### config.mk
export PLATFORM = sky130hd
export DESIGN_NAME = swap_pool_frame_replacer_flat
export DESIGN_NICKNAME = d
export VERILOG_FILES = /design/src/rtl/spfr_pkg.sv /design/src/rtl/spfr_chan_if.sv /design/src/rtl/spfr_frame_table.sv /design/src/rtl/spfr_scan_ctrl.sv /design/src/rtl/swap_pool_frame_replacer.sv /design/src/flat_wrapper.sv
export SDC_FILE = /design/constraint.sdc
export NUM_CORES = 1
export LEC_CHECK = 0
export BUFFER_PORTS_ARGS = -buffer_cell sky130_fd_sc_hd__buf_4
export CORE_UTILIZATION = 39
export DETAILED_ROUTE_END_ITERATION = 6
export PLACE_DENSITY = 0.54
export SLEW_MARGIN = 15
export SYNTH_ARGS = -nofsm -noshare
export SYNTH_HDL_FRONTEND = slang
export SYNTH_HIERARCHICAL = 1
export SYNTH_SLANG_ARGS = --single-unit
### constraint.sdc
create_clock -name clk -period 6.8 [get_ports clk]
set_input_delay 0.68 -clock clk [delete_from_list [all_inputs] [get_ports clk]]
set_output_delay 0.68 -clock clk [all_outputs]
set_load 0.01 [all_outputs]
### src/rtl/spfr_pkg.sv
package spfr_pkg;

  localparam int FRAMES          = 16;
  localparam int PAGES_PER_SPACE = 32;
  localparam int SPACES          = 8;

  // item field widths
  localparam int CMD_W   = 1;
  localparam int ID_W    = $clog2(SPACES + 1);
  localparam int PAGE_W  = $clog2(PAGES_PER_SPACE);
  localparam int FRAME_W = 4;

  // internal frame index width
  localparam int FRAME_IDX_W = $clog2(FRAMES);

  localparam logic [CMD_W-1:0] CMD_FAULT   = 1'b0;
  localparam logic [CMD_W-1:0] CMD_RELEASE = 1'b1;

  typedef logic [FRAME_IDX_W-1:0] frame_idx_t;

  typedef struct packed {
    logic              wr_en;
    frame_idx_t        wr_frame;
    logic [ID_W-1:0]   wr_owner;
    logic [PAGE_W-1:0] wr_page;
    logic              clr_en;
    frame_idx_t        clr_frame;
    frame_idx_t        rd_frame;
    frame_idx_t        scan_frame;
  } tbl_ctrl_t;

  typedef struct packed {
    logic [FRAME_W-1:0] chosen_frame;
    logic               must_evict;
    logic [ID_W-1:0]    evicted_space_id;
    logic [PAGE_W-1:0]  evicted_page;
  } result_t;

endpackage

### src/rtl/spfr_chan_if.sv
interface spfr_req_if;
  logic                          valid;
  logic                          ready;
  logic [spfr_pkg::CMD_W-1:0]    cmd;
  logic [spfr_pkg::ID_W-1:0]     space_id;
  logic [spfr_pkg::PAGE_W-1:0]   page_number;
  logic [spfr_pkg::FRAME_W-1:0]  frame_to_free;

  modport source (output valid, cmd, space_id, page_number, frame_to_free, input ready);
  modport sink (input valid, cmd, space_id, page_number, frame_to_free, output ready);
endinterface

interface spfr_rsp_if;
  logic                          valid;
  logic                          ready;
  logic [spfr_pkg::FRAME_W-1:0]  chosen_frame;
  logic                          must_evict;
  logic [spfr_pkg::ID_W-1:0]     evicted_space_id;
  logic [spfr_pkg::PAGE_W-1:0]   evicted_page;

  modport source (output valid, chosen_frame, must_evict, evicted_space_id, evicted_page,
                  input ready);
  modport sink (input valid, chosen_frame, must_evict, evicted_space_id, evicted_page,
                output ready);
endinterface

### src/rtl/spfr_frame_table.sv
module spfr_frame_table (
  input  logic                        clk,
  input  logic                        rst,
  input  spfr_pkg::tbl_ctrl_t         ctrl,
  output logic                        scan_valid,
  output logic                        rd_valid,
  output logic [spfr_pkg::ID_W-1:0]   rd_owner,
  output logic [spfr_pkg::PAGE_W-1:0] rd_page
);

  logic [spfr_pkg::FRAMES-1:0] valid_bits;
  logic [spfr_pkg::ID_W-1:0]   owner_mem [spfr_pkg::FRAMES];
  logic [spfr_pkg::PAGE_W-1:0] page_mem  [spfr_pkg::FRAMES];

  assign scan_valid = valid_bits[ctrl.scan_frame];

  always_ff @(posedge clk) begin
    if (rst) begin
      valid_bits <= '0;
    end else begin
      if (ctrl.clr_en) begin
        valid_bits[ctrl.clr_frame] <= 1'b0;
      end
      if (ctrl.wr_en) begin
        valid_bits[ctrl.wr_frame] <= 1'b1;
      end
    end
  end

  always_ff @(posedge clk) begin
    if (ctrl.wr_en) begin
      owner_mem[ctrl.wr_frame] <= ctrl.wr_owner;
      page_mem[ctrl.wr_frame]  <= ctrl.wr_page;
    end
    rd_owner <= owner_mem[ctrl.rd_frame];
    rd_page  <= page_mem[ctrl.rd_frame];
    rd_valid <= valid_bits[ctrl.rd_frame];
  end

endmodule

### src/rtl/spfr_scan_ctrl.sv
module spfr_scan_ctrl (
  input  logic                         clk,
  input  logic                         rst,
  input  logic                         req_valid,
  output logic                         req_ready,
  input  logic [spfr_pkg::CMD_W-1:0]   req_cmd,
  input  logic [spfr_pkg::ID_W-1:0]    req_space_id,
  input  logic [spfr_pkg::PAGE_W-1:0]  req_page_number,
  input  logic [spfr_pkg::FRAME_W-1:0] req_frame_to_free,
  output spfr_pkg::tbl_ctrl_t          ctrl,
  input  logic                         scan_valid,
  input  logic                         rd_valid,
  input  logic [spfr_pkg::ID_W-1:0]    rd_owner,
  input  logic [spfr_pkg::PAGE_W-1:0]  rd_page,
  output logic                         res_valid,
  input  logic                         res_ready,
  output spfr_pkg::result_t            res
);

  localparam int SUM_W = spfr_pkg::FRAME_IDX_W + 1;
  localparam logic [SUM_W-1:0] FRAMES_S = SUM_W'(spfr_pkg::FRAMES);
  localparam spfr_pkg::frame_idx_t LAST_STEP = spfr_pkg::FRAME_IDX_W'(spfr_pkg::FRAMES - 1);
  localparam spfr_pkg::frame_idx_t ONE_STEP  = spfr_pkg::FRAME_IDX_W'(1);

  typedef enum logic [2:0] {
    IDLE,
    SCAN,
    WRAP,
    READ,
    EMIT
  } state_t;

  state_t                      state;
  spfr_pkg::frame_idx_t        ptr;
  spfr_pkg::frame_idx_t        step;
  spfr_pkg::frame_idx_t        chosen;
  logic [spfr_pkg::ID_W-1:0]   id_q;
  logic [spfr_pkg::PAGE_W-1:0] page_q;

  logic [SUM_W-1:0]     sum;
  spfr_pkg::frame_idx_t idx;
  logic                 accept;
  logic                 release_hit;

  // shared circular index unit: ptr + step modulo the frame count
  assign sum = {1'b0, ptr} + {1'b0, step};
  assign idx = (sum >= FRAMES_S) ? spfr_pkg::FRAME_IDX_W'(sum - FRAMES_S)
                                 : spfr_pkg::FRAME_IDX_W'(sum);

  assign req_ready   = (state == IDLE);
  assign accept      = req_valid && req_ready;
  assign release_hit = accept && (req_cmd == spfr_pkg::CMD_RELEASE) &&
                       (int'(req_frame_to_free) < spfr_pkg::FRAMES);

  assign res_valid = (state == EMIT);

  always_comb begin
    res.chosen_frame     = spfr_pkg::FRAME_W'(chosen);
    res.must_evict       = rd_valid;
    res.evicted_space_id = rd_valid ? rd_owner : '0;
    res.evicted_page     = rd_valid ? rd_page : '0;
  end

  always_comb begin
    ctrl.wr_en      = (state == EMIT) && res_ready;
    ctrl.wr_frame   = chosen;
    ctrl.wr_owner   = id_q;
    ctrl.wr_page    = page_q;
    ctrl.clr_en     = release_hit;
    ctrl.clr_frame  = spfr_pkg::FRAME_IDX_W'(req_frame_to_free);
    ctrl.rd_frame   = chosen;
    ctrl.scan_frame = idx;
  end

  always_ff @(posedge clk) begin
    if (rst) begin
      state  <= IDLE;
      ptr    <= '0;
      step   <= '0;
      chosen <= '0;
    end else begin
      case (state)
        IDLE: begin
          if (accept && (req_cmd == spfr_pkg::CMD_FAULT)) begin
            id_q   <= req_space_id;
            page_q <= req_page_number;
            step   <= '0;
            state  <= SCAN;
          end
        end
        SCAN: begin
          if (!scan_valid) begin
            chosen <= idx;
            state  <= READ;
          end else if (step == LAST_STEP) begin
            // every frame taken: fall back to the frame after the pointer
            step  <= ONE_STEP;
            state <= WRAP;
          end else begin
            step <= step + ONE_STEP;
          end
        end
        WRAP: begin
          chosen <= idx;
          state  <= READ;
        end
        READ: begin
          state <= EMIT;
        end
        EMIT: begin
          if (res_ready) begin
            ptr   <= chosen;
            state <= IDLE;
          end
        end
        default: begin
          state <= IDLE;
        end
      endcase
    end
  end

  a_no_clear_during_write: assert property (@(posedge clk) disable iff (rst)
    !(ctrl.wr_en && ctrl.clr_en))
    else $error("frame write and release clear in the same cycle");

  a_ptr_follows_write: assert property (@(posedge clk) disable iff (rst)
    ctrl.wr_en |=> (ptr == $past(ctrl.wr_frame)))
    else $error("pointer did not move to the written frame");

  a_chosen_in_range: assert property (@(posedge clk) disable iff (rst)
    res_valid |-> (int'(chosen) < spfr_pkg::FRAMES))
    else $error("chosen frame out of range");

  a_free_result_clean: assert property (@(posedge clk) disable iff (rst)
    (res_valid && !res.must_evict) |->
      (res.evicted_space_id == '0 && res.evicted_page == '0))
    else $error("eviction fields set for a free frame");

  a_wrap_only_when_full: assert property (@(posedge clk) disable iff (rst)
    (state == WRAP) |-> ($past(state) == SCAN && $past(step) == LAST_STEP))
    else $error("fallback taken before a full scan");

endmodule

### src/rtl/swap_pool_frame_replacer.sv
// channel | dir | handshake     | payload
// req     | in  | valid / ready | cmd, space_id, page_number, frame_to_free
// rsp     | out | valid / ready | chosen_frame, must_evict, evicted_space_id, evicted_page
//
// a release item gives no item on rsp
// a fault scans up to FRAMES frames, one frame a cycle from the pointer, until a free one is
//   found; when all frames are taken it falls back to the frame after the pointer, then it
//   reads the table and loads the result
// the scan sequencer has a single circular adder, shared by the scan and the fallback
// rst is synchronous: all frames free, pointer at frame zero, no result held
// a result waits in the output register; a new item is taken meanwhile, and a fault
//   that finishes while it still waits holds until rsp takes the older one
module swap_pool_frame_replacer (
  input logic        clk,
  input logic        rst,
  spfr_req_if.sink   req,
  spfr_rsp_if.source rsp
);

  spfr_pkg::tbl_ctrl_t         ctrl;
  spfr_pkg::result_t           res;
  logic                        res_valid;
  logic                        res_ready;
  logic                        scan_valid;
  logic                        rd_valid;
  logic [spfr_pkg::ID_W-1:0]   rd_owner;
  logic [spfr_pkg::PAGE_W-1:0] rd_page;

  logic              out_valid;
  spfr_pkg::result_t out_q;

  spfr_frame_table u_table (
    .clk        (clk),
    .rst        (rst),
    .ctrl       (ctrl),
    .scan_valid (scan_valid),
    .rd_valid   (rd_valid),
    .rd_owner   (rd_owner),
    .rd_page    (rd_page)
  );

  spfr_scan_ctrl u_scan (
    .clk               (clk),
    .rst               (rst),
    .req_valid         (req.valid),
    .req_ready         (req.ready),
    .req_cmd           (req.cmd),
    .req_space_id      (req.space_id),
    .req_page_number   (req.page_number),
    .req_frame_to_free (req.frame_to_free),
    .ctrl              (ctrl),
    .scan_valid        (scan_valid),
    .rd_valid          (rd_valid),
    .rd_owner          (rd_owner),
    .rd_page           (rd_page),
    .res_valid         (res_valid),
    .res_ready         (res_ready),
    .res               (res)
  );

  assign res_ready = !out_valid || rsp.ready;

  always_ff @(posedge clk) begin
    if (rst) begin
      out_valid <= 1'b0;
    end else if (res_ready) begin
      out_valid <= res_valid;
    end
  end

  always_ff @(posedge clk) begin
    if (res_ready && res_valid) begin
      out_q <= res;
    end
  end

  assign rsp.valid            = out_valid;
  assign rsp.chosen_frame     = out_q.chosen_frame;
  assign rsp.must_evict       = out_q.must_evict;
  assign rsp.evicted_space_id = out_q.evicted_space_id;
  assign rsp.evicted_page     = out_q.evicted_page;

endmodule
### src/flat_wrapper.sv
// flat-port wrapper written by rule: the top's interface ports become plain ports
module swap_pool_frame_replacer_flat 
  (clk, rst, req_valid, req_cmd, req_space_id, req_page_number, req_frame_to_free, req_ready, rsp_valid, rsp_chosen_frame, rsp_must_evict, rsp_evicted_space_id, rsp_evicted_page, rsp_ready);
  spfr_req_if req_i ();
  spfr_rsp_if rsp_i ();
  input logic clk;
  input logic rst;
  input wire logic [$bits(req_i.valid)-1:0] req_valid;
  input wire logic [$bits(req_i.cmd)-1:0] req_cmd;
  input wire logic [$bits(req_i.space_id)-1:0] req_space_id;
  input wire logic [$bits(req_i.page_number)-1:0] req_page_number;
  input wire logic [$bits(req_i.frame_to_free)-1:0] req_frame_to_free;
  output wire logic [$bits(req_i.ready)-1:0] req_ready;
  output wire logic [$bits(rsp_i.valid)-1:0] rsp_valid;
  output wire logic [$bits(rsp_i.chosen_frame)-1:0] rsp_chosen_frame;
  output wire logic [$bits(rsp_i.must_evict)-1:0] rsp_must_evict;
  output wire logic [$bits(rsp_i.evicted_space_id)-1:0] rsp_evicted_space_id;
  output wire logic [$bits(rsp_i.evicted_page)-1:0] rsp_evicted_page;
  input wire logic [$bits(rsp_i.ready)-1:0] rsp_ready;
  assign req_i.valid = req_valid;
  assign req_i.cmd = req_cmd;
  assign req_i.space_id = req_space_id;
  assign req_i.page_number = req_page_number;
  assign req_i.frame_to_free = req_frame_to_free;
  assign req_ready = req_i.ready;
  assign rsp_valid = rsp_i.valid;
  assign rsp_chosen_frame = rsp_i.chosen_frame;
  assign rsp_must_evict = rsp_i.must_evict;
  assign rsp_evicted_space_id = rsp_i.evicted_space_id;
  assign rsp_evicted_page = rsp_i.evicted_page;
  assign rsp_i.ready = rsp_ready;
  swap_pool_frame_replacer u_core (.clk(clk), .rst(rst), .req(req_i), .rsp(rsp_i));
endmodule
Word-level counts from Yosys, hierarchy flattened
Memory sizes are Yosys's and may differ from the RTL's. A register that Yosys moved wholly into a read port is not among the register bits.
Cells that the tools add are included.
{"block": "totals", "ff_bits": 56, "elab_cells": 80, "output_inout_bits": 16, "in_bits": 18, "n_memories": 2, "ram_bits": 144}
{"block": "classes", "n_reduce_logical": 16, "mux": 25, "bitwise_logic": 5, "n_addsub": 3, "eq_ne": 10, "n_lt_le_gt_ge": 6}
{"memory": "u_core.u_table.page_mem", "words": 16, "width": 5, "read_ports": 1, "rd_ports_with_merged_regs": 1, "write_ports": 1, "line_no": "spfr_frame_table.sv:13", "text": "logic [spfr_pkg::PAGE_W-1:0] page_mem [spfr_pkg::FRAMES];"}
{"memory": "u_core.u_table.owner_mem", "words": 16, "width": 4, "read_ports": 1, "rd_ports_with_merged_regs": 1, "write_ports": 1, "line_no": "spfr_frame_table.sv:12", "text": "logic [spfr_pkg::ID_W-1:0] owner_mem [spfr_pkg::FRAMES];"}
{"op": "$mux 16", "count": 3}
{"op": "$mux 4", "count": 5}
{"op": "$and 16x16->16", "count": 1}
{"op": "$not 16->16", "count": 1}
{"op": "$or 16x16->16", "count": 1}
{"op": "$pmux 4 s2", "count": 2}
{"op": "$lt 4x5->1 const B", "count": 3}
{"op": "$pmux 3 s5", "count": 1}
{"op": "$mux 3", "count": 4}
{"op": "$reduce_and 3->1", "count": 3}
{"op": "$bmux 1 s4", "count": 2}
{"op": "$demux 1 s4", "count": 2}
{"op": "$ge 4x1->1 const B", "count": 2}
{"op": "$eq 3x2->1 const B", "count": 2}
{"op": "$logic_and 1x1->1", "count": 6}
{"op": "$mux 1", "count": 6}
{"op": "$ne 2x2->1 const B", "count": 3}
{"op": "$add 4x4->5", "count": 1}
{"op": "$ge 5x5->1 const B", "count": 1}
{"op": "$add 4x1->4 const B", "count": 1}
{"op": "$eq 4x4->1 const B", "count": 1}
{"op": "$reduce_and 2->1", "count": 2}
{"op": "$reduce_bool 2->1", "count": 2}
{"op": "$sub 4x1->4 const B", "count": 1}
{"op": "other kinds (8)", "count": 9}

Longest topological paths before layout
Gate-level depths: netlist of run 1.
{"block": "depth", "ltp_word": 10, "mapped_depth": 10, "depth_no_buf": 10}

Hierarchy
Netlist of run 1, hierarchy kept.
{"module": "spfr_frame_table", "n_inst": 1, "seq_area_each_um2": 4844.6, "area_per_inst_um2": 6613.8, "cells_each": 344}
{"module": "spfr_scan_ctrl", "n_inst": 1, "seq_area_each_um2": 570.5, "area_per_inst_um2": 1283.7, "cells_each": 122}
{"module": "swap_pool_frame_replacer", "n_inst": 1, "seq_area_each_um2": 440.4, "area_per_inst_um2": 475.5, "cells_each": 19}

Worst setup path before layout of run 1
OpenSTA, ideal clock, no wires.
{"block": "synth_timing", "path_kind": "reg2reg", "startpoint": "register u_core.u_scan.step[0]", "endpoint": "register u_core.u_scan.chosen[1]", "path_buffers": 0, "arrival_time_ns": 2.714, "setup_ns": 0.128, "stages_incl_launch_ff": 10, "period_less_slack_ns": 2.841, "required_time_ns": 6.672, "setup_slack_ns": 3.959, "path_cell_list": "dfxtp_1 > ha_1 > fa_1 > mux4_2 > mux2i_1 > mux2i_1 > or3b_4 > a21oi_4 > mux2i_1 > nor2_1"}
{"item": "start: declaration", "line_no": "spfr_scan_ctrl.sv:35", "text": "spfr_pkg::frame_idx_t step;"}
{"item": "start signal: assignment", "line_no": "spfr_scan_ctrl.sv:100", "text": "step <= step + ONE_STEP;"}
{"item": "end signal: assignment", "line_no": "spfr_scan_ctrl.sv:93", "text": "chosen <= idx;"}
{"item": "end signal: assignment", "line_no": "spfr_scan_ctrl.sv:104", "text": "chosen <= idx;"}
{"item": "end: declaration", "line_no": "spfr_scan_ctrl.sv:36", "text": "spfr_pkg::frame_idx_t chosen;"}

==> results of run 1 <==
-- power breakdown --
part | internal, mW | switching, mW
Sequential | 1.39 | 0.0221
Clock | 0.741 | 0.454
Combinational | 0.0437 | 0.0537
Total | 2.18 | 0.530
-- cells by family (layout without fill, tap and decap cells) --
logic type	after synthesis	after routing
flops	209	209
simple gates	90	90
compound gates	72	72
mux	55	55
buf+inv	51	93
fa+ha+maj	5	5
xor+xnor	3	3
-- worst register-to-register path: cells and delay by family, from the launching register on --
family / cells / cell delay (ns)
simple gates: 2 / 0.50
flops: 1 / 0.35
mux: 4 / 1.10
fa+ha+maj: 2 / 0.86
compound gates: 1 / 0.20
-- area by class of cell --
| cell class | count | area share |
|---|---|---|
| Timing Repair Buffer | 35 | 0.0277 |
| Clock inverter | 5 | 0.00779 |
| Clock buffer | 35 | 0.0699 |
| Inverter | 18 | 0.00713 |
| Tap cell | 275 | 0.0363 |
| Sequential cell | 209 | 0.618 |
| Multi-Input combinational cell | 225 | 0.233 |
-- worst min path at each step --
stage	startpoint	end	cells past startpoint
global route	req_space_id[1]	u_core/u_scan/id_q[1]	1
floorplan	u_core/u_table/valid_bits[10]	u_core/u_table/valid_bits[10]	2
CTS	req_page_number[1]	u_core/u_scan/page_q[1]	1
global placement	u_core/u_table/valid_bits[11]	u_core/u_table/valid_bits[11]	2
finish	req_page_number[1]	u_core/u_scan/page_q[1]	1
detailed placement	u_core/u_table/valid_bits[13]	u_core/u_table/valid_bits[13]	2
-- state kept, by name, indices dropped and copies added, names as in the netlist, 3 cells and up --
| name | cells |
|---|---|
| u_core/u_scan/chosen | 4 |
| u_core/u_scan/id_q | 4 |
| u_core/rsp.chosen_frame | 4 |
| u_core/rsp.evicted_page | 5 |
| u_core/rsp.evicted_space_id | 4 |
| u_core/u_scan/ptr | 4 |
| u_core/u_table/valid_bits | 16 |
| u_core/u_scan/state | 3 |
| u_core/u_table/page_mem | 80 |
| u_core/u_scan/page_q | 5 |
| u_core/u_table/rd_owner | 4 |
| u_core/u_table/rd_page | 5 |
| u_core/u_scan/step | 4 |
| u_core/u_table/owner_mem | 64 |
-- metal layers --
layer / vias to the layer above / wire length [um]
li1: 1950 / -
met1: 2101 / 7230
met2: 98 / 7320
met3: 19 / 670
met4: 0 / 205
met5: - / 0
-- cell usage in the layout (no fill, tap or decap), types with 15 or more instances in the layout --
| master | synthesis | routed |
|---|---|---|
| a21oi_1 | 22 | 22 |
| a22oi_1 | 20 | 20 |
| buf_4 | 18 | 35 |
| clkbuf_16 | 0 | 23 |
| dfxtp_1 | 42 | 40 |
| edfxtp_1 | 167 | 167 |
| inv_1 | 18 | 18 |
| mux4_1 | 15 | 15 |
| mux4_2 | 29 | 29 |
| nand2_1 | 24 | 24 |
| o21ai_0 | 20 | 20 |
==> impl_results.md, run 1 <==
* Clk root buf: clkbuf_16
* Final hold violation count at 0
* Syn avg cell area at 17.3 um2
* Synthesized Nets at 508
* Worst R2R Setup Slack at 3.68 ns
* Initial antenna violation count at 0
* Vias per cell at 5.20
* Crit path top cell by count: mux2i_1
* #FFs+latches synth at 209
* Total CTS buffers at 22
* DRT Wirelength at 15400 um
* Setup Buffers After CTS at 0
* GPL Wtd Cong at 0.791
* CP delay by family, top: multiplexers
* Finished Cell Area at 9470 um2
* Num rows at 53
* Reg-to-reg startpoint: u_core/u_scan/step[0]
* Ranking of synthesized cells by area: edfxtp_1, dfxtp_1, mux4_2, mux4_1, a22oi_1
* Sequential area share after synthesis at 0.699
* Antenna Nets Post-Route at 0
* Crit path required time at 7.16 ns
* Slew Limit Fails at 0
* Pre-CTS setup slack at 3.67 ns
* Die area at 22100 um2
* Number of flops mapped to enable cells by yosys at 167
* Buffers & Inverters on Critical Path at 0
* Critical Path Start: u_core/u_scan/step[0]
* Worst Setup End Kind: register
* Total power at 2.71 mW
* DP Area at 8740 um2
* Ant. Diodes at 0
* Most frequent cell after synthesis: edfxtp_1
* Relative slew slack at 0.409
* Leak pwr at 3.23 nW
* Worst path max stage delay at 0.64 ns
* Critical path depth at 9
* GRT Util Overall at 0.145
* Wire per inst at 19.2 um
* Worst-Margin Slew at 0.884 ns
* Main synth FF type: edfxtp_1
* Power Density at 286 nW/um2
* Maxcap violations at 0
* Clock buffer depth at 3
* Synth unique cells at 49
* VDD IR max at 0.000269 V
* Setup WS post-layout at 3.68 ns
* Post-synthesis instance area at 8370 um2
* Setup violators final at 0
* Port Buffer Count at 33
* DR pass1 iterations at 4
* Reg clk slew, reported paths at 0.06 ns
* Residual DRC at 0
* Mapped Cells at 485
* TritonCTS clock tree: built
* Fin crit share at 0.459
* Post-cts sizing count at 0
* Final nets at 534
* Asr flop ratio synth at 0
* First-pass GRT wire length at 24200 um
* H-tree depth at 1
* Worst r2r path cells at 9
* Yosys top cell by area: edfxtp_1
* Post-Place Cells at 762
* Filler instances at 1792
* Total gr overflow at 0
* Fin crit period at 3.12 ns
* Post-synthesis compound-gate area fraction at 0.0535
* Clk_lat worst skew at 0.49 ns
* I/O pins at 34
* 1st-iter DRT viols at 295
* Maximum clock rate at 320 MHz
* WS Path Type: reg2reg
* RSZ-0062 raised after global routing: no
* CP Cell Sequence: ha_1 > fa_1 > mux4_2 > mux2i_1 > mux2i_1 > or3b_4 > a21oi_4 > mux2i_1 > nor2_1
* DP Wirelength at 10100 um
* XOR/XNOR share of the synthesized area at 0.00314
* Main combinational cell family by area after synthesis: multiplexers
* Mux share of post-synthesis cell area at 0.138
* Synth cell count leaders: edfxtp_1, dfxtp_1, mux4_2
* Adder-cell share of the synthesized area at 0.00837
* CTS sink count at 209
* Status: finished, final reports clean
* Setup Skew at 0.0117 ns
* Share of layout cells above drive strength 1 at 0.205
* Setup TNS at 0 ns
* Die X at 149 um
* YS warnings at 6
* Met3 Usage GRT at 0.0224
* Yosys top cell area share at 0.599
* Worst Path Arrival at 3.48 ns
* Critical Path End: u_core/u_scan/chosen[0]
* GRT busiest layer: met2
* GR Util met2 at 0.234
* Maximum fanout along the worst path at 5
* Worst hold slack at 0.364 ns
* Die H at 149 um
* Vias at 4168
* Hold Crit Class: in2reg
* Layout Area Growth over Synthesis at 13.2%
* Hold Buf Count CTS at 0
* Vias in the first global route at 4212
* Multi-input gate area at 2210 um2
* Register area at 5860 um2
* Post-route non-filler standard cell count at 802
* Util after Layout at 0.451
* GR Layer Usage met1 at 0.208
* Crit path max-delay cell type: fa_1
* CORE AREA at 21000 um2
* FF-to-FF End: u_core/u_scan/chosen[0]
* Critical path launch point type: register
* Synth Area in Simple Gates at 0.0602
* Initial core utilization at 0.398
* Largest net degree at the start of global routing at 35
(Power assumes the default switching activity.)
==> run 2: changes to the inputs <==
==> constraint.sdc (replaced) <==
create_clock -name clk -period 2.9 [get_ports clk]
set_input_delay 0.29 -clock clk [delete_from_list [all_inputs] [get_ports clk]]
set_output_delay 0.29 -clock clk [all_outputs]
set_load 0.01 [all_outputs]
==> impl_results.md, run 2 (synthesis results as in run 1) <==
* Status: finished, final reports clean
* Share of layout cells above drive strength 1 at 0.237
* DR pass1 iterations at 4
* Initial core utilization at 0.398
* Crit path top cell by count: mux2i_1
* Pre-CTS setup slack at 0.0223 ns
* Setup WS post-layout at 0.0665 ns
* Clock buffer depth at 3
* Antenna Nets Post-Route at 0
* Setup TNS at 0 ns
* Total gr overflow at 0
* First-pass GRT wire length at 24600 um
* Largest Register: u_core/u_table/page_mem
* Crit path max-delay cell type: fa_2
* Vias in the first global route at 4300
* Fin crit period at 2.83 ns
* Buffers & Inverters on Critical Path at 0
* CTS sink count at 209
* Residual DRC at 0
* Commonest cells after routing, fill and taps aside: edfxtp_1, buf_4, dfxtp_1
* Slew Limit Fails at 0
* Wire per inst at 18.9 um
* Worst Path Arrival at 3.21 ns
* Setup violators final at 0
* Layout Area Growth over Synthesis at 16.5%
* Commonest non-fill, non-tap cell in the layout: edfxtp_1
* CP delay by family, top: multiplexers
* Worst-Margin Slew at 0.828 ns
* Ant. Diodes at 0
* Final hold violation count at 0
* Total CTS buffers at 24
* RSZ-0062 raised after global routing: yes
* 1st-iter DRT viols at 262
* Num rows at 53
* CORE AREA at 21000 um2
* Clk root buf: clkbuf_16
* DRT Wirelength at 15700 um
* GRT Util Overall at 0.146
* Maximum fanout along the worst path at 4
* Final nets at 562
* Initial antenna violation count at 0
* Largest register FFs at 80
* Largest net degree at the start of global routing at 35
* DP Wirelength at 10300 um
* Filler instances at 1782
* Die area at 22100 um2
* Hold Crit Class: in2reg
* Relative slew slack at 0.448
* Critical path launch point type: register
* Die X at 149 um
* Maximum clock rate at 353 MHz
* Power Density at 658 nW/um2
* Worst path max stage delay at 0.56 ns
* Fin crit share at 0.977
* Port Buffer Count at 33
* Maxcap violations at 0
* Leak pwr at 3.37 nW
* Reg clk slew, reported paths at 0.06 ns
* Setup Skew at 0.0221 ns
* CP Cell Sequence: ha_4 > fa_2 > mux4_2 > mux2i_1 > mux2i_1 > or3b_4 > a21oi_4 > mux2i_1 > nor2_1
* Clk_lat worst skew at 0.51 ns
* Vias at 4237
* GPL Wtd Cong at 0.778
* Worst Setup End Kind: register
* H-tree depth at 1
* TritonCTS clock tree: built
* Crit path required time at 3.28 ns
* Vias per cell at 5.09
* I/O pins at 34
* WS Path Type: reg2reg
* Biggest regs: u_core/u_table/page_mem x80, u_core/u_table/owner_mem x64, u_core/u_table/valid_bits x16
* Total power at 6.42 mW
* Die H at 149 um
* VDD IR max at 0.000394 V
run 2: cell count changes in the layout (fill, tap and decap cells not counted), sizes merged:
cell / delta
dlygate4sd3: +9
inv: +1
clkbuf: -9
clkinv: +12
buf: +17
run 2: worst register-to-register path, cell delays in order, from the launching register on:
cell and delay [ns]:
dfxtp_2 0.34, ha_4 0.16, fa_2 0.56, mux4_2 0.50
mux2i_1 0.14, mux2i_1 0.12, or3b_4 0.41, a21oi_4 0.20
mux2i_1 0.24, nor2_1 0.05
run 2: final timing paths:
check                                     start                            end  slack (ns)  cells after the start
setup / recovery           u_core/u_scan/ptr[0]        u_core/u_scan/chosen[0]        0.07                      9
hold / removal                        rsp_ready               u_core/rsp.valid        0.09                      3
setup reg to reg           u_core/u_scan/ptr[0]        u_core/u_scan/chosen[0]        0.07                      9
hold reg to reg   u_core/u_table/valid_bits[12]  u_core/u_table/valid_bits[12]        0.50                      2
run 2: stage by stage:
stage | cell area (um2) | utilization | hold slack, ns | instances
global placement | 8880 | 0.423 | 0.469 | 778
floorplan | 8370 | - | 0.352 | 485
CTS | 9730 | 0.463 | 0.0654 | 831
finish | 9760 | 0.464 | 0.0867 | 832
detailed placement | 8880 | 0.423 | 0.469 | 778
global route | 9760 | 0.464 | 0.0891 | 832
run 2: timing repair:
item,4_1_cts,5_1_grt
setup endpoints to repair,1,5
endpoints found under the hold margin,9,0
resized for setup,1,5
hold buffers,9,0
setup buffers,0,1
run 2: metal layers:
layer / track usage / vias up / part of all wire
li1: - / 1999 / -
met1: 0.208 / 2126 / 0.47
met2: 0.232 / 91 / 0.48
met3: 0.0248 / 21 / 0.043
met4: 0.0397 / 0 / 0.015
met5: 0 / - / 0
run 2: layout make-up:
| cell class | count | area (um2) | area share |
|---|---|---|---|
| inverters | 18 | 67.6 | 0.00693 |
| clock inverters | 18 | 149 | 0.0153 |
| well taps | 275 | 344 | 0.0353 |
| clock buffers | 26 | 608 | 0.0623 |
| flip-flops and latches | 209 | 5860 | 0.601 |
| repair buffers | 61 | 505 | 0.0518 |
| multi-input cells | 225 | 2220 | 0.228 |
run 2: where the power goes:
part | switching, mW | internal, mW
Clock | 1.16 | 1.69
Sequential | 0.0433 | 3.26
Combinational | 0.135 | 0.125
Total | 1.33 | 5.08
